==> config.mk <==
export PLATFORM = sky130hd
export DESIGN_NAME = websocket_frame_receiver
export DESIGN_NICKNAME = d
export VERILOG_FILES = /design/src/rtl/core/wsfr_pkg.sv /design/src/rtl/core/wsfr_decode.sv /design/src/rtl/core/wsfr_out_buf.sv /design/src/rtl/core/websocket_frame_receiver.sv
export VERILOG_INCLUDE_DIRS = /design/src /design/src/rtl/core
export SDC_FILE = /design/constraint.sdc
export NUM_CORES = 1
export LEC_CHECK = 0
export BUFFER_PORTS_ARGS = -buffer_cell sky130_fd_sc_hd__buf_4
export CELL_PAD_IN_SITES_DETAIL_PLACEMENT = 1
export CELL_PAD_IN_SITES_GLOBAL_PLACEMENT = 1
export CORE_UTILIZATION = 42
export CTS_CLUSTER_DIAMETER = 200
export DETAILED_ROUTE_END_ITERATION = 10
export GPL_TIMING_DRIVEN = 0
export PLACE_DENSITY = 0.77
export SLEW_MARGIN = 5
export SYNTH_ARGS = -nofsm -noshare
export SYNTH_HDL_FRONTEND = slang
export SYNTH_SLANG_ARGS = --single-unit
==> constraint.sdc <==
create_clock -name clock -period 2.7 [get_ports clock]
set_input_delay 0.675 -clock clock [delete_from_list [all_inputs] [get_ports clock]]
set_output_delay 0.675 -clock clock [all_outputs]
set_load 0.05 [all_outputs]
==> src/rtl/core/websocket_frame_receiver_assert.svh <==
// Assertion macros shared by the receiver modules.
`ifndef WEBSOCKET_FRAME_RECEIVER_ASSERT_SVH
`define WEBSOCKET_FRAME_RECEIVER_ASSERT_SVH

`define WSFR_ASSERT_ALWAYS(lbl, expr, msg) \
   lbl: assert property (@(posedge clock) disable iff (reset) (expr)) else $error(msg);

`define WSFR_ASSERT_IMPLY(lbl, ante, cons, msg) \
   lbl: assert property (@(posedge clock) disable iff (reset) (ante) |-> (cons)) else $error(msg);

`define WSFR_ASSERT_NEXT(lbl, ante, cons, msg) \
   lbl: assert property (@(posedge clock) disable iff (reset) (ante) |=> (cons)) else $error(msg);

`endif

==> src/rtl/core/wsfr_pkg.sv <==
package wsfr_pkg;

   localparam int BufferBytes = 128;
   localparam int MaxFrameLen = BufferBytes - 6;

   localparam logic [1:0] KindPayload     = 2'd0;
   localparam logic [1:0] KindEmpty       = 2'd1;
   localparam logic [1:0] KindBadHeader   = 2'd2;
   localparam logic [1:0] KindBadOpcode   = 2'd3;

   typedef struct packed {
      logic [1:0] kind;
      logic [7:0] payload;
      logic       last;
      logic [6:0] frame_length;
   } rsp_type;

endpackage

==> src/rtl/core/wsfr_decode.sv <==
`include "websocket_frame_receiver_assert.svh"

module wsfr_decode
   import wsfr_pkg::*;
(
   input  logic       clock,
   input  logic       reset,
   input  logic       in_valid,
   input  logic [7:0] in_byte,
   output logic       res_valid,
   output rsp_type    res
);

   localparam logic [1:0] PhHeader    = 2'd0;
   localparam logic [1:0] PhHeaderBad = 2'd1;
   localparam logic [1:0] PhPayload   = 2'd2;
   localparam logic [1:0] PhDiscard   = 2'd3;

   localparam logic [2:0] HeaderLast   = 3'd5;
   localparam logic [7:0] MaxLen       = 8'(MaxFrameLen);
   localparam logic [3:0] FinNibble    = 4'h8;
   localparam logic [3:0] OpcodeBinary = 4'h2;

   logic [1:0]  phase_ff, phase_in, phase_hdr;
   logic [7:0]  first_header_ff, first_header_in;
   logic [6:0]  length_left_ff, length_left_in;
   logic [6:0]  frame_len_ff, frame_len_in;
   logic [31:0] mask_key_ff, mask_key_in;
   logic [1:0]  mask_pos_ff, mask_pos_in;
   logic [2:0]  header_count_ff, header_count_in;
   logic [7:0]  key_byte;

   always_comb begin
      unique case (mask_pos_ff)
         2'd0: key_byte = mask_key_ff[31:24];
         2'd1: key_byte = mask_key_ff[23:16];
         2'd2: key_byte = mask_key_ff[15:8];
         2'd3: key_byte = mask_key_ff[7:0];
      endcase
   end

   always_comb begin
      phase_in        = phase_ff;
      phase_hdr       = phase_ff;
      first_header_in = first_header_ff;
      length_left_in  = length_left_ff;
      frame_len_in    = frame_len_ff;
      mask_key_in     = mask_key_ff;
      mask_pos_in     = mask_pos_ff;
      header_count_in = header_count_ff;
      res_valid       = 1'b0;
      res             = '0;
      if (in_valid) begin
         unique case (phase_ff)
            PhDiscard: begin
               phase_in = PhDiscard;
            end
            PhPayload: begin
               res_valid        = 1'b1;
               res.kind         = KindPayload;
               res.payload      = in_byte ^ key_byte;
               res.last         = (length_left_ff == 7'd1);
               res.frame_length = frame_len_ff;
               mask_pos_in      = mask_pos_ff + 2'd1;
               length_left_in   = length_left_ff - 7'd1;
               if (length_left_ff == 7'd1) begin
                  phase_in        = PhHeader;
                  header_count_in = '0;
               end
            end
            PhHeader, PhHeaderBad: begin
               if (header_count_ff == 3'd0) begin
                  first_header_in = in_byte;
                  phase_hdr       = PhHeader;
               end else if (header_count_ff == 3'd1) begin
                  frame_len_in = in_byte[6:0];
                  if (!in_byte[7] || ({1'b0, in_byte[6:0]} > MaxLen)) begin
                     phase_hdr = PhHeaderBad;
                  end
               end else begin
                  mask_key_in = {mask_key_ff[23:0], in_byte};
               end
               phase_in        = phase_hdr;
               header_count_in = header_count_ff + 3'd1;
               if (header_count_ff == HeaderLast) begin
                  header_count_in  = '0;
                  mask_pos_in      = '0;
                  res.last         = 1'b1;
                  res.frame_length = frame_len_ff;
                  priority if (phase_hdr == PhHeaderBad
                               || first_header_ff[7:4] != FinNibble) begin
                     res_valid = 1'b1;
                     res.kind  = KindBadHeader;
                     phase_in  = PhDiscard;
                  end else if (first_header_ff[3:0] != OpcodeBinary) begin
                     res_valid = 1'b1;
                     res.kind  = KindBadOpcode;
                     phase_in  = PhDiscard;
                  end else if (frame_len_ff == 7'd0) begin
                     res_valid = 1'b1;
                     res.kind  = KindEmpty;
                     phase_in  = PhHeader;
                  end else begin
                     res.last       = 1'b0;
                     length_left_in = frame_len_ff;
                     phase_in       = PhPayload;
                  end
               end
            end
         endcase
      end
   end

   always_ff @(posedge clock) begin
      if (reset) begin
         phase_ff        <= PhHeader;
         first_header_ff <= '0;
         length_left_ff  <= '0;
         frame_len_ff    <= '0;
         mask_key_ff     <= '0;
         mask_pos_ff     <= '0;
         header_count_ff <= '0;
      end else begin
         phase_ff        <= phase_in;
         first_header_ff <= first_header_in;
         length_left_ff  <= length_left_in;
         frame_len_ff    <= frame_len_in;
         mask_key_ff     <= mask_key_in;
         mask_pos_ff     <= mask_pos_in;
         header_count_ff <= header_count_in;
      end
   end

   `WSFR_ASSERT_ALWAYS(a_header_count_range, header_count_ff <= HeaderLast, "header count overran")
   `WSFR_ASSERT_NEXT(a_discard_sticks, phase_ff == PhDiscard, phase_ff == PhDiscard, "left discard")
   `WSFR_ASSERT_IMPLY(a_marker_shape, res_valid && res.kind != KindPayload,
                      res.payload == 8'd0 && res.last, "marker carries data")
   `WSFR_ASSERT_IMPLY(a_payload_has_length, phase_ff == PhPayload,
                      length_left_ff != 7'd0, "payload phase with nothing left")

endmodule

==> src/rtl/core/wsfr_out_buf.sv <==
`include "websocket_frame_receiver_assert.svh"

module wsfr_out_buf
   import wsfr_pkg::*;
(
   input  logic    clock,
   input  logic    reset,
   input  logic    push_valid,
   input  rsp_type push_data,
   output logic    push_ready,
   output logic    out_valid,
   output rsp_type out_data,
   input  logic    out_ready
);

   logic    rsp_valid_ff, rsp_valid_in;
   logic    skid_valid_ff, skid_valid_in;
   rsp_type rsp_data_ff, rsp_data_in;
   rsp_type skid_data_ff, skid_data_in;
   logic    rsp_free;

   assign push_ready = !skid_valid_ff;
   assign out_valid  = rsp_valid_ff;
   assign out_data   = rsp_data_ff;
   assign rsp_free   = !rsp_valid_ff || out_ready;

   always_comb begin
      rsp_valid_in  = rsp_valid_ff;
      rsp_data_in   = rsp_data_ff;
      skid_valid_in = skid_valid_ff;
      skid_data_in  = skid_data_ff;
      if (rsp_free) begin
         if (skid_valid_ff) begin
            rsp_valid_in  = 1'b1;
            rsp_data_in   = skid_data_ff;
            skid_valid_in = 1'b0;
         end else begin
            rsp_valid_in = push_valid;
            rsp_data_in  = push_data;
         end
      end else if (push_valid) begin
         skid_valid_in = 1'b1;
         skid_data_in  = push_data;
      end
   end

   always_ff @(posedge clock) begin
      if (reset) begin
         rsp_valid_ff  <= 1'b0;
         skid_valid_ff <= 1'b0;
      end else begin
         rsp_valid_ff  <= rsp_valid_in;
         skid_valid_ff <= skid_valid_in;
      end
      rsp_data_ff  <= rsp_data_in;
      skid_data_ff <= skid_data_in;
   end

   `WSFR_ASSERT_ALWAYS(a_skid_behind_rsp, !skid_valid_ff || rsp_valid_ff, "skid filled ahead")
   `WSFR_ASSERT_NEXT(a_skid_drains, skid_valid_ff && out_ready,
                     !skid_valid_ff && rsp_valid_ff, "skid did not drain")

endmodule

==> src/rtl/core/websocket_frame_receiver.sv <==
// Each result is registered in the output register, or in the skid register while that one stalls.
// One request per cycle while req_tready is high; only the last header byte gives a result.
// A two-entry output stage keeps req_tready high unless two results wait downstream.
// Reset is synchronous and active high; it returns the decoder to the first header byte
// and clears the error state, so discarding after a bad header or opcode ends only on reset.
module websocket_frame_receiver
   import wsfr_pkg::*;
(
   input  logic        clock,
   input  logic        reset,
   input  logic        req_tvalid,
   output logic        req_tready,
   input  logic [7:0]  req_tdata,  // [7:0] rx_byte
   output logic        rsp_tvalid,
   input  logic        rsp_tready,
   output logic [15:0] rsp_tdata,  // [7:0] payload, [14:8] frame_length, [15] zero
   output logic [1:0]  rsp_tuser,  // [1:0] kind
   output logic        rsp_tlast
);

   logic    accept;
   logic    res_valid;
   rsp_type res;
   rsp_type out_data;

   assign accept = req_tvalid && req_tready;

   wsfr_decode u_decode (
      .clock     (clock),
      .reset     (reset),
      .in_valid  (accept),
      .in_byte   (req_tdata),
      .res_valid (res_valid),
      .res       (res)
   );

   wsfr_out_buf u_out_buf (
      .clock      (clock),
      .reset      (reset),
      .push_valid (res_valid),
      .push_data  (res),
      .push_ready (req_tready),
      .out_valid  (rsp_tvalid),
      .out_data   (out_data),
      .out_ready  (rsp_tready)
   );

   assign rsp_tdata = {1'b0, out_data.frame_length, out_data.payload};
   assign rsp_tuser = out_data.kind;
   assign rsp_tlast = out_data.last;

endmodule

## Word-level counts from Yosys, hierarchy flattened

Cells that the tools add are included.
W data, S select, Z words.

- Add/subtract/negate cells: 3
- Bitwise gates (word level): 4
- Muxes and demuxes: 39
- $lt $le $gt $ge: 1
- Eq/ne operators: 17
- Reduce and logical (&&, ||, !) cells: 22

Operators with widths:

| kind | count |
|---|---|
| $mux W18 | 2 |
| $pmux W8 S4 | 1 |
| $mux W2 | 15 |
| $mux W7 | 4 |
| $mux W8 | 2 |
| $pmux W8 S2 | 1 |
| $pmux W7 S2 | 1 |
| $reduce_and A3 Y1 | 3 |
| $eq A2 B2 Y1 const B | 4 |
| $reduce_and A4 Y1 | 2 |
| $xor A8 B8 Y8 | 1 |
| $eq A7 B1 Y1 const B | 1 |
| $gt A7 B7 Y1 const B | 1 |
| $logic_not A7 Y1 | 1 |
| $mux W1 | 7 |
| $sub A7 B1 Y7 const B | 1 |
| $eq A2 B1 Y1 const B | 3 |
| $mux W3 | 2 |
| $ne A2 B2 Y1 const B | 3 |
| $pmux W2 S3 | 1 |
| $pmux W3 S2 | 1 |
| $reduce_and A6 Y1 | 1 |
| $logic_not A2 Y1 | 2 |
| $ne A2 B1 Y1 const B | 2 |
| other kinds (16) | 24 |

- Flip-flop bits (word level): 99
- Logic and storage cells: 103
- Input bits: 12
- Output and inout port bits: 21

## Longest topological paths before layout

Gate-level depths: netlist of run 1.

- Depth in word-level cells: 14
- Depth in mapped cells: 8
- Gate-level depth less buffers: 7

## Modules after synthesis

From an unflattened synthesis of run 1, not the netlist that was laid out.

- Cell total of the unflattened synthesis: 452
- Area total of the unflattened synthesis: 4503.1 sq um

By module, submodules not included:

| module | cells each | area an instance (sq um) | times used | sequential area each (sq um) |
|---|---|---|---|---|
| wsfr_decode | 384 | 3040.4 | 1 | 1221.2 |
| wsfr_out_buf | 65 | 1445.1 | 1 | 1121.1 |
| websocket_frame_receiver | 3 | 17.5 | 1 | 0.0 |

## Least setup slack after synthesis of run 1

OpenSTA, ideal clock, no wires.

- Path type: in2reg
- Start: input port req_tdata[5]
- End: register u_out_buf.skid_data_ff[0] (netlist bit) (enable)
- Cell stages on the path: 5
- Path slack: 0.047 ns
- Setup time: 0.393 ns
- Data required time: 2.307 ns
- Path buffers: 0
- Data arrival time: 2.260 ns
- Path through: nand4_1 a221oi_2 a21bo_2 o31ai_4 nor2_1

- Cells in the longest elaborated chain, start to end: 14

RTL lines:

| what | line | RTL |
|---|---|---|
| from (decl) | websocket_frame_receiver.sv:13 | `input logic [7:0] req_tdata,` |
| $gt A7 B7 Y1 | wsfr_decode.sv:77 | `if (!in_byte[7] \|\| ({1'b0, in_byte[6:0]} > MaxLen)) begin` |
| $logic_or A1 B1 Y1 | wsfr_decode.sv:77 |  |
| $mux W2 | wsfr_decode.sv:77 |  |
| $mux W2 | wsfr_decode.sv:75 | `end else if (header_count_ff == 3'd1) begin` |
| $mux W2 | wsfr_decode.sv:72 | `if (header_count_ff == 3'd0) begin` |
| $mux W2 | wsfr_decode.sv:54 | `unique case (phase_ff)` |
| $mux W2 | wsfr_decode.sv:53 | `if (in_valid) begin` |
| $eq A2 B1 Y1 | wsfr_decode.sv:90 | `priority if (phase_hdr == PhHeaderBad` |
| $logic_or A1 B1 Y1 | wsfr_decode.sv:91 | `\|\| first_header_ff[7:4] != FinNibble) begin` |
| $mux W1 | wsfr_decode.sv:90 |  |
| $mux W1 | wsfr_decode.sv:85 | `if (header_count_ff == HeaderLast) begin` |
| $pmux W1 S2 | wsfr_decode.sv:54 |  |
| $mux W1 | wsfr_decode.sv:53 |  |
| $reduce_and A2 Y1 (no source line) | n/a |  |
| to (signal assigned) | wsfr_out_buf.sv:56 | `skid_data_ff <= skid_data_in;` |
| to (decl) | wsfr_out_buf.sv:19 | `rsp_type skid_data_ff, skid_data_in;` |

Every way passes these cells. The select of a mux whose other input is x is not followed.
A chain may end at the register's enable or synchronous reset.

## Final worst setup path of run 1

- Start: register u_decode.phase_ff[1]
- End: register u_out_buf.skid_data_ff[8] (netlist bit) (enable)

- Cells in the longest elaborated chain, start to end: 12
- Elaborated cells on any way between the ends: 16
- Those cells by class: eq/ne: 3; mux: 9; reduce/logical: 4

RTL lines:

| what | line | RTL |
|---|---|---|
| from (decl) | wsfr_decode.sv:24 | `logic [1:0] phase_ff, phase_in, phase_hdr;` |
| from (signal assigned) | wsfr_decode.sv:116 | `phase_ff <= PhHeader;` |
| from (signal assigned) | wsfr_decode.sv:124 | `phase_ff <= phase_in;` |
| $mux W2 | wsfr_decode.sv:77 |  |
| $mux W2 | wsfr_decode.sv:75 |  |
| $mux W2 | wsfr_decode.sv:72 |  |
| $mux W2 | wsfr_decode.sv:54 |  |
| $mux W2 | wsfr_decode.sv:53 |  |
| $eq A2 B1 Y1 | wsfr_decode.sv:90 |  |
| $logic_or A1 B1 Y1 | wsfr_decode.sv:91 |  |
| $mux W1 | wsfr_decode.sv:90 |  |
| $mux W1 | wsfr_decode.sv:85 |  |
| $pmux W1 S2 * | wsfr_decode.sv:54 |  |
| $mux W1 * | wsfr_decode.sv:53 |  |
| $reduce_and A2 Y1 (no source line) * | n/a |  |

Mark *: on every way between the ends. The rest lies on a longest branch, timed or not. The select of a mux whose other input is x is not followed.

==> out/results.ini, run 1 <==
[detailed_routing]
avgViaCountPerCell=5.499
vias=3437
postRouteAntennaNets=0
wl_per_cell_um=17.07
drt-initial-drc-count=219
routed_wl_mm=10.67
drt_pass1_iterations=6
post-route-drc-count=0

[floorplan]
die_x_um=103.3
die_area_um2=10670
coreArea_um2=9864
die_h_um=103.3
initial_core_util=0.4368
boundaryPins=33
rows=36

[place]
hpwl_mm=7.725
dp.cells=609
place_congestion=0.8157
portBuffers=30

[grt]
grt_pass1_wl_mm=17.53
grt.overflow.total=0
grt_use_total=0.2209
first_global_vias=3370
grt_antenna_before_repair=0
grt_max_degree=22

[timing]
finalHoldViolCount=0
holdWs_ns=0.4614
finalSetupTns_ns=0
fin_crit_sh=0.8798
rsz0062_at_grt=false
slew_headroom=0.3773
fmax_mhz=421.0
maxSlewViolCount=0
fin_crit_ns=2.376
clock-skew-final_ns=0.009794
tightestPinTransition_ns=0.9341
final-setup-viol-count=0

[yosys]
syn_area_um2=4309
synth_cells=446
yosysSeqAreaShare=0.5436
synth-main-ff-cell=dfxtp_1
synth_fp_nets=464
synth.ff_latch_count=99
async_flop_share=0
synthTopCellsByArea=dfxtp_1, edfxtp_1, nand2_1
synth_edf_count=36
synth_top_cell_area_share=0.2927
synth_top_area_cell=dfxtp_1
synth.avg_cell_area_um2=9.662
yosysUniqueCellTypes=55
synth_warnings=0

[worst_setup_path]
path_max_fanout=18
start_kind=register
path_class=register to register
crit_arrival_ns=2.39
crit_required_ns=2.71
worstSetupEndpointType=register

[cells_and_area]
post-route-util=0.4963
diodes=0
instances_no_fill=625
area_delta_synth_final_pct=13.62
drive_gt1_frac=0.1362
nNetsFinal=505
seqCellArea_um2=2342
multi_input_area_um2=1827
fill_cells=1143

[run_status]
outcome=completed

[pwr]
pwr-share-comb=0.064
seqPwrFrac=0.590
power_density_nw_per_um2=543.6
switching_share=0.2444
p_clk_frac=0.346
p_sw_mw=0.6505
vdd_ir_drop_max_uv=338.5
power.internal_mw=2.011
p_total_mw=2.661
leakage_nw=1.874

[cts]
hold_buffers=0
clock-root-buffer=clkbuf_8
post_cts_buffers=0
cts-htree-levels=3
cts_buffers=9
cts.sinks=99
clk_latency_ns=0.37
cts_tree=yes
cts_buffer_depth=2
path_clk_slew_ns=0.09

[run]
maxCapViolCount=0

[min_path]
hold_class=register to register

cells by family (layout without fill, tap and decap cells):
| group | count (synthesis) | in the layout | synth area share |
|---|---|---|---|
| other | 1 | 1 | 0.0008702 |
| and+or+nand+nor | 173 | 173 | 0.1847 |
| AOI/OAI and AO/OA | 114 | 114 | 0.1774 |
| muxes | 11 | 11 | 0.02555 |
| adders and majority gates | 6 | 6 | 0.01742 |
| xor gates and xnor gates | 8 | 8 | 0.01626 |
| buffers and inverters | 34 | 80 | 0.03426 |
| DFF | 99 | 99 | 0.5436 |
synthesized netlist by cell type, types with 5 or more instances:
cell type	n
mux2i_1	11
xnor2_1	8
edfxtp_1	36
nor2_1	26
clkbuf_1	20
a21o_1	17
a222oi_1	8
o21ai_0	5
nand2_1	100
and2_1	9
ha_1	6
a21oi_1	48
nand3_1	11
dfxtp_1	63
o21ai_1	7
inv_1	7
power groups by stage:
stage          logic [mW]  registers, mW  clock network (mW)
6_report            0.169           1.57               0.921
5_1_grt             0.185           1.57               0.998
4_1_cts             0.170           1.57               0.942
3_5_place_dp        0.168           1.61                   0
3_3_place_gp        0.164           1.60                   0
2_1_floorplan       0.109           1.60                   0
final timing paths:
check / from / to / slack (ns) / cells past startpoint
setup reg to reg: u_decode.phase_ff[1] / u_out_buf.skid_data_ff[8] / 0.32 / 7
hold / removal: u_decode.first_header_ff[6] / u_decode.first_header_ff[6] / 0.46 / 2
hold reg to reg: u_decode.first_header_ff[6] / u_decode.first_header_ff[6] / 0.46 / 2
setup / recovery: u_decode.phase_ff[1] / u_out_buf.skid_data_ff[8] / 0.32 / 7
placed cells by master, fill, tap and decap left out, types with 2 or more instances in the layout:
master    count
a21o_1       17
a21oi_1      48
a22oi_1       2
nand3_1      11
inv_6         2
nand4_1       2
edfxtp_1     36
ha_1          6
a31oi_1       4
dfxtp_1      63
nor2b_1       2
buf_2         4
nor2_1       25
xnor2_1       8
o21ai_1       7
nand2_1     100
clkbuf_8     11
nor3_1        3
nor4_1        3
mux2i_1      11
a222oi_1      8
a211oi_1      3
or2_2         2
buf_4        32
o32ai_1       4
o21ai_0       5
and2_1        9
a21boi_2      2
clkbuf_1     20
nor3b_1       2
and3_1        2
inv_1         7
nand2b_1      3
area by class of cell:
cell class	instances	area share
sequential	99	0.4784
multi-input combinational	313	0.3731
timing repair buffer	30	0.04600
tap	133	0.03399
clock buffer	12	0.03194
buffer	27	0.02479
clock inverter	4	0.006389
inverter	7	0.005367
metal layers:
metal	up-vias	share of wire	GRT usage
li1	1660	-	-
met2	96	0.47	0.3574
met1	1661	0.47	0.3012
met3	20	0.045	0.02890
met4	0	0.019	0.08667
met5	-	0	0
flip-flops by register name, summed over array words and instances, names as in the netlist, named ones only:
register and cells:
u_decode.header_count_ff 3, u_decode.first_header_ff 8, u_out_buf.skid_data_ff 18, u_out_buf.skid_valid_ff 1, u_decode.frame_len_ff 7, u_out_buf.out_valid 1
u_decode.mask_pos_ff 2, u_decode.mask_key_ff 32, u_decode.length_left_ff 7, u_out_buf.out_data 18, u_decode.phase_ff 1
critical path: stages, from the launching register on:
cell,delay (ns)
dfxtp_1,0.30
buf_2,0.20
nor3b_2,0.22
buf_4,0.20
nand2_1,0.21
nand2_1,0.31
o31ai_4,0.18
nor2_4,0.40
through the flow:
stage          worst slack (ns)  area, µm²
2_1_floorplan           0.04732       4309
3_3_place_gp            -0.5088       4701
3_5_place_dp            -0.5576       4701
4_1_cts                 0.04247       4891
5_1_grt                 0.05999       4896
6_report                 0.3245       4896
what timing repair did:
item	4_1_cts	5_1_grt
endpoints found under the hold margin	0	0
gates resized for setup	1	1
gates cloned	0	0
pin swaps	0	0
endpoints found under the setup margin	18	18
Note: power is estimated with default switching activity, not from simulation.
==> inputs of run 2 (changes only) <==
CORE_UTILIZATION = 50   (was 42)
PLACE_DENSITY = 0.86   (was 0.77)
clock period = 2.86 ns   (was 2.7 ns; I/O delays follow)
==> out/results.ini, run 2 (synthesized netlist as in run 1, its figures left out) <==
[worst_setup_path]
start_kind=register
crit_arrival_ns=2.62
path_max_fanout=8
path_class=register to register
worstSetupEndpointType=register
crit_required_ns=2.99

[detailed_routing]
drt-initial-drc-count=298
avgViaCountPerCell=6.013
vias=3590
drt_pass1_iterations=6
post-route-drc-count=0
routed_wl_mm=12.25
postRouteAntennaNets=0
wl_per_cell_um=20.51

[timing]
fmax_mhz=400.9
fin_crit_sh=0.8721
maxSlewViolCount=0
setup_ws_ns=0.3658
holdWs_ns=0.4660
finalHoldViolCount=0
rsz0062_at_grt=false
clock-skew-final_ns=0.01666
tightestPinTransition_ns=1.073
fin_crit_ns=2.494
slew_headroom=0.2846
final-setup-viol-count=0

[run]
maxCapViolCount=0

[place]
portBuffers=30
hpwl_mm=8.059
place_congestion=0.8420
dp_slack_ns=-0.5905

[cts]
cts_buffers=9
path_clk_slew_ns=0.10
cts.sinks=99
post_cts_buffers=0
cts_buffer_depth=2
cts_tree=yes
clk_latency_ns=0.37
cts-htree-levels=3
clock-root-buffer=clkbuf_8

[floorplan]
initial_core_util=0.5218
coreArea_um2=8258
rows=33
boundaryPins=33
die_h_um=94.84
die_x_um=94.84
die_area_um2=8994

[grt]
grt_max_degree=22
grt.overflow.total=0
grt_pass1_wl_mm=19.76
first_global_vias=3673
grt_use_total=0.2946
grt_antenna_before_repair=0

[run_status]
outcome=completed

[cells_and_area]
area_delta_synth_final_pct=13.82
top_register=u_decode.mask_key_ff
nNetsFinal=505
diodes=0
post-route-util=0.5939
layout_common_cells=nand2_1, dfxtp_1, a21oi_1
drive_gt1_frac=0.1362
final_common_cell=nand2_1
largest_register_ff_count=32

[pwr]
power_density_nw_per_um2=550.0
vdd_ir_drop_max_uv=325.5
leakage_nw=1.887

[min_path]
hold_class=register to register

## run 2: worst max-delay path, cell delays in order (launching register included)
cell,delay [ns]
dfxtp_1,0.42
inv_1,0.11
ha_1,0.22
clkbuf_1,0.21
a222oi_1,0.56
o21ai_0,0.18
xnor2_1,0.25
nor2_1,0.12
a21o_1,0.20
## run 2: cell type report
class | count | area [µm²]
fillers | 962 | 3353
flip-flops and latches | 99 | 2342
multi-input cells | 313 | 1827
repair buffers | 30 | 225.2
clock buffers | 10 | 137.6
well taps | 105 | 131.4
plain buffers | 27 | 121.4
clock inverters | 6 | 93.84
inverters | 7 | 26.28
## run 2: metrics by stage
stage | std cells | power (mW) | setup TNS (ns) | area, µm²
after global routing | 597 | 2.768 | 0 | 4905
after detailed placement | 581 | 1.674 | -10.61 | 4666
after floorplan | 446 | 1.614 | 0 | 4309
after CTS | 597 | 2.700 | 0 | 4900
final | 597 | 2.697 | 0 | 4905
after global placement | 581 | 1.667 | -8.322 | 4666
## run 2: power breakdown
part	leakage, nW	internal, mW	total [mW]	switching, mW
clock	0.114	0.527	1.05	0.526
sequential	0.856	1.47	1.48	0.0176
combinational	0.917	0.0578	0.161	0.104
## run 2: final timing paths
| path | cells after the start | startpoint | to | slack [ns] |
|---|---|---|---|---|
| hold reg to reg | 2 | u_decode.first_header_ff[5] | u_decode.first_header_ff[5] | 0.47 |
| hold / removal | 2 | u_decode.first_header_ff[5] | u_decode.first_header_ff[5] | 0.47 |
| setup / recovery | 8 | u_decode.mask_pos_ff[0] | u_out_buf.out_data[12] | 0.37 |
| setup reg to reg | 8 | u_decode.mask_pos_ff[0] | u_out_buf.out_data[12] | 0.37 |
## run 2: metal layers
layer | vias to the layer above | global-route usage | wire length (µm)
li1 | 1661 | - | -
met1 | 1777 | 0.3824 | 5447
met2 | 124 | 0.4874 | 5901
met3 | 28 | 0.04509 | 580
met4 | 0 | 0.1237 | 316
met5 | - | 0 | 0
## run 2: repair_timing
action,CTS,global route
gates resized for setup,1,1
hold buffers,0,0
gates cloned,0,0
setup endpoints to repair,18,18
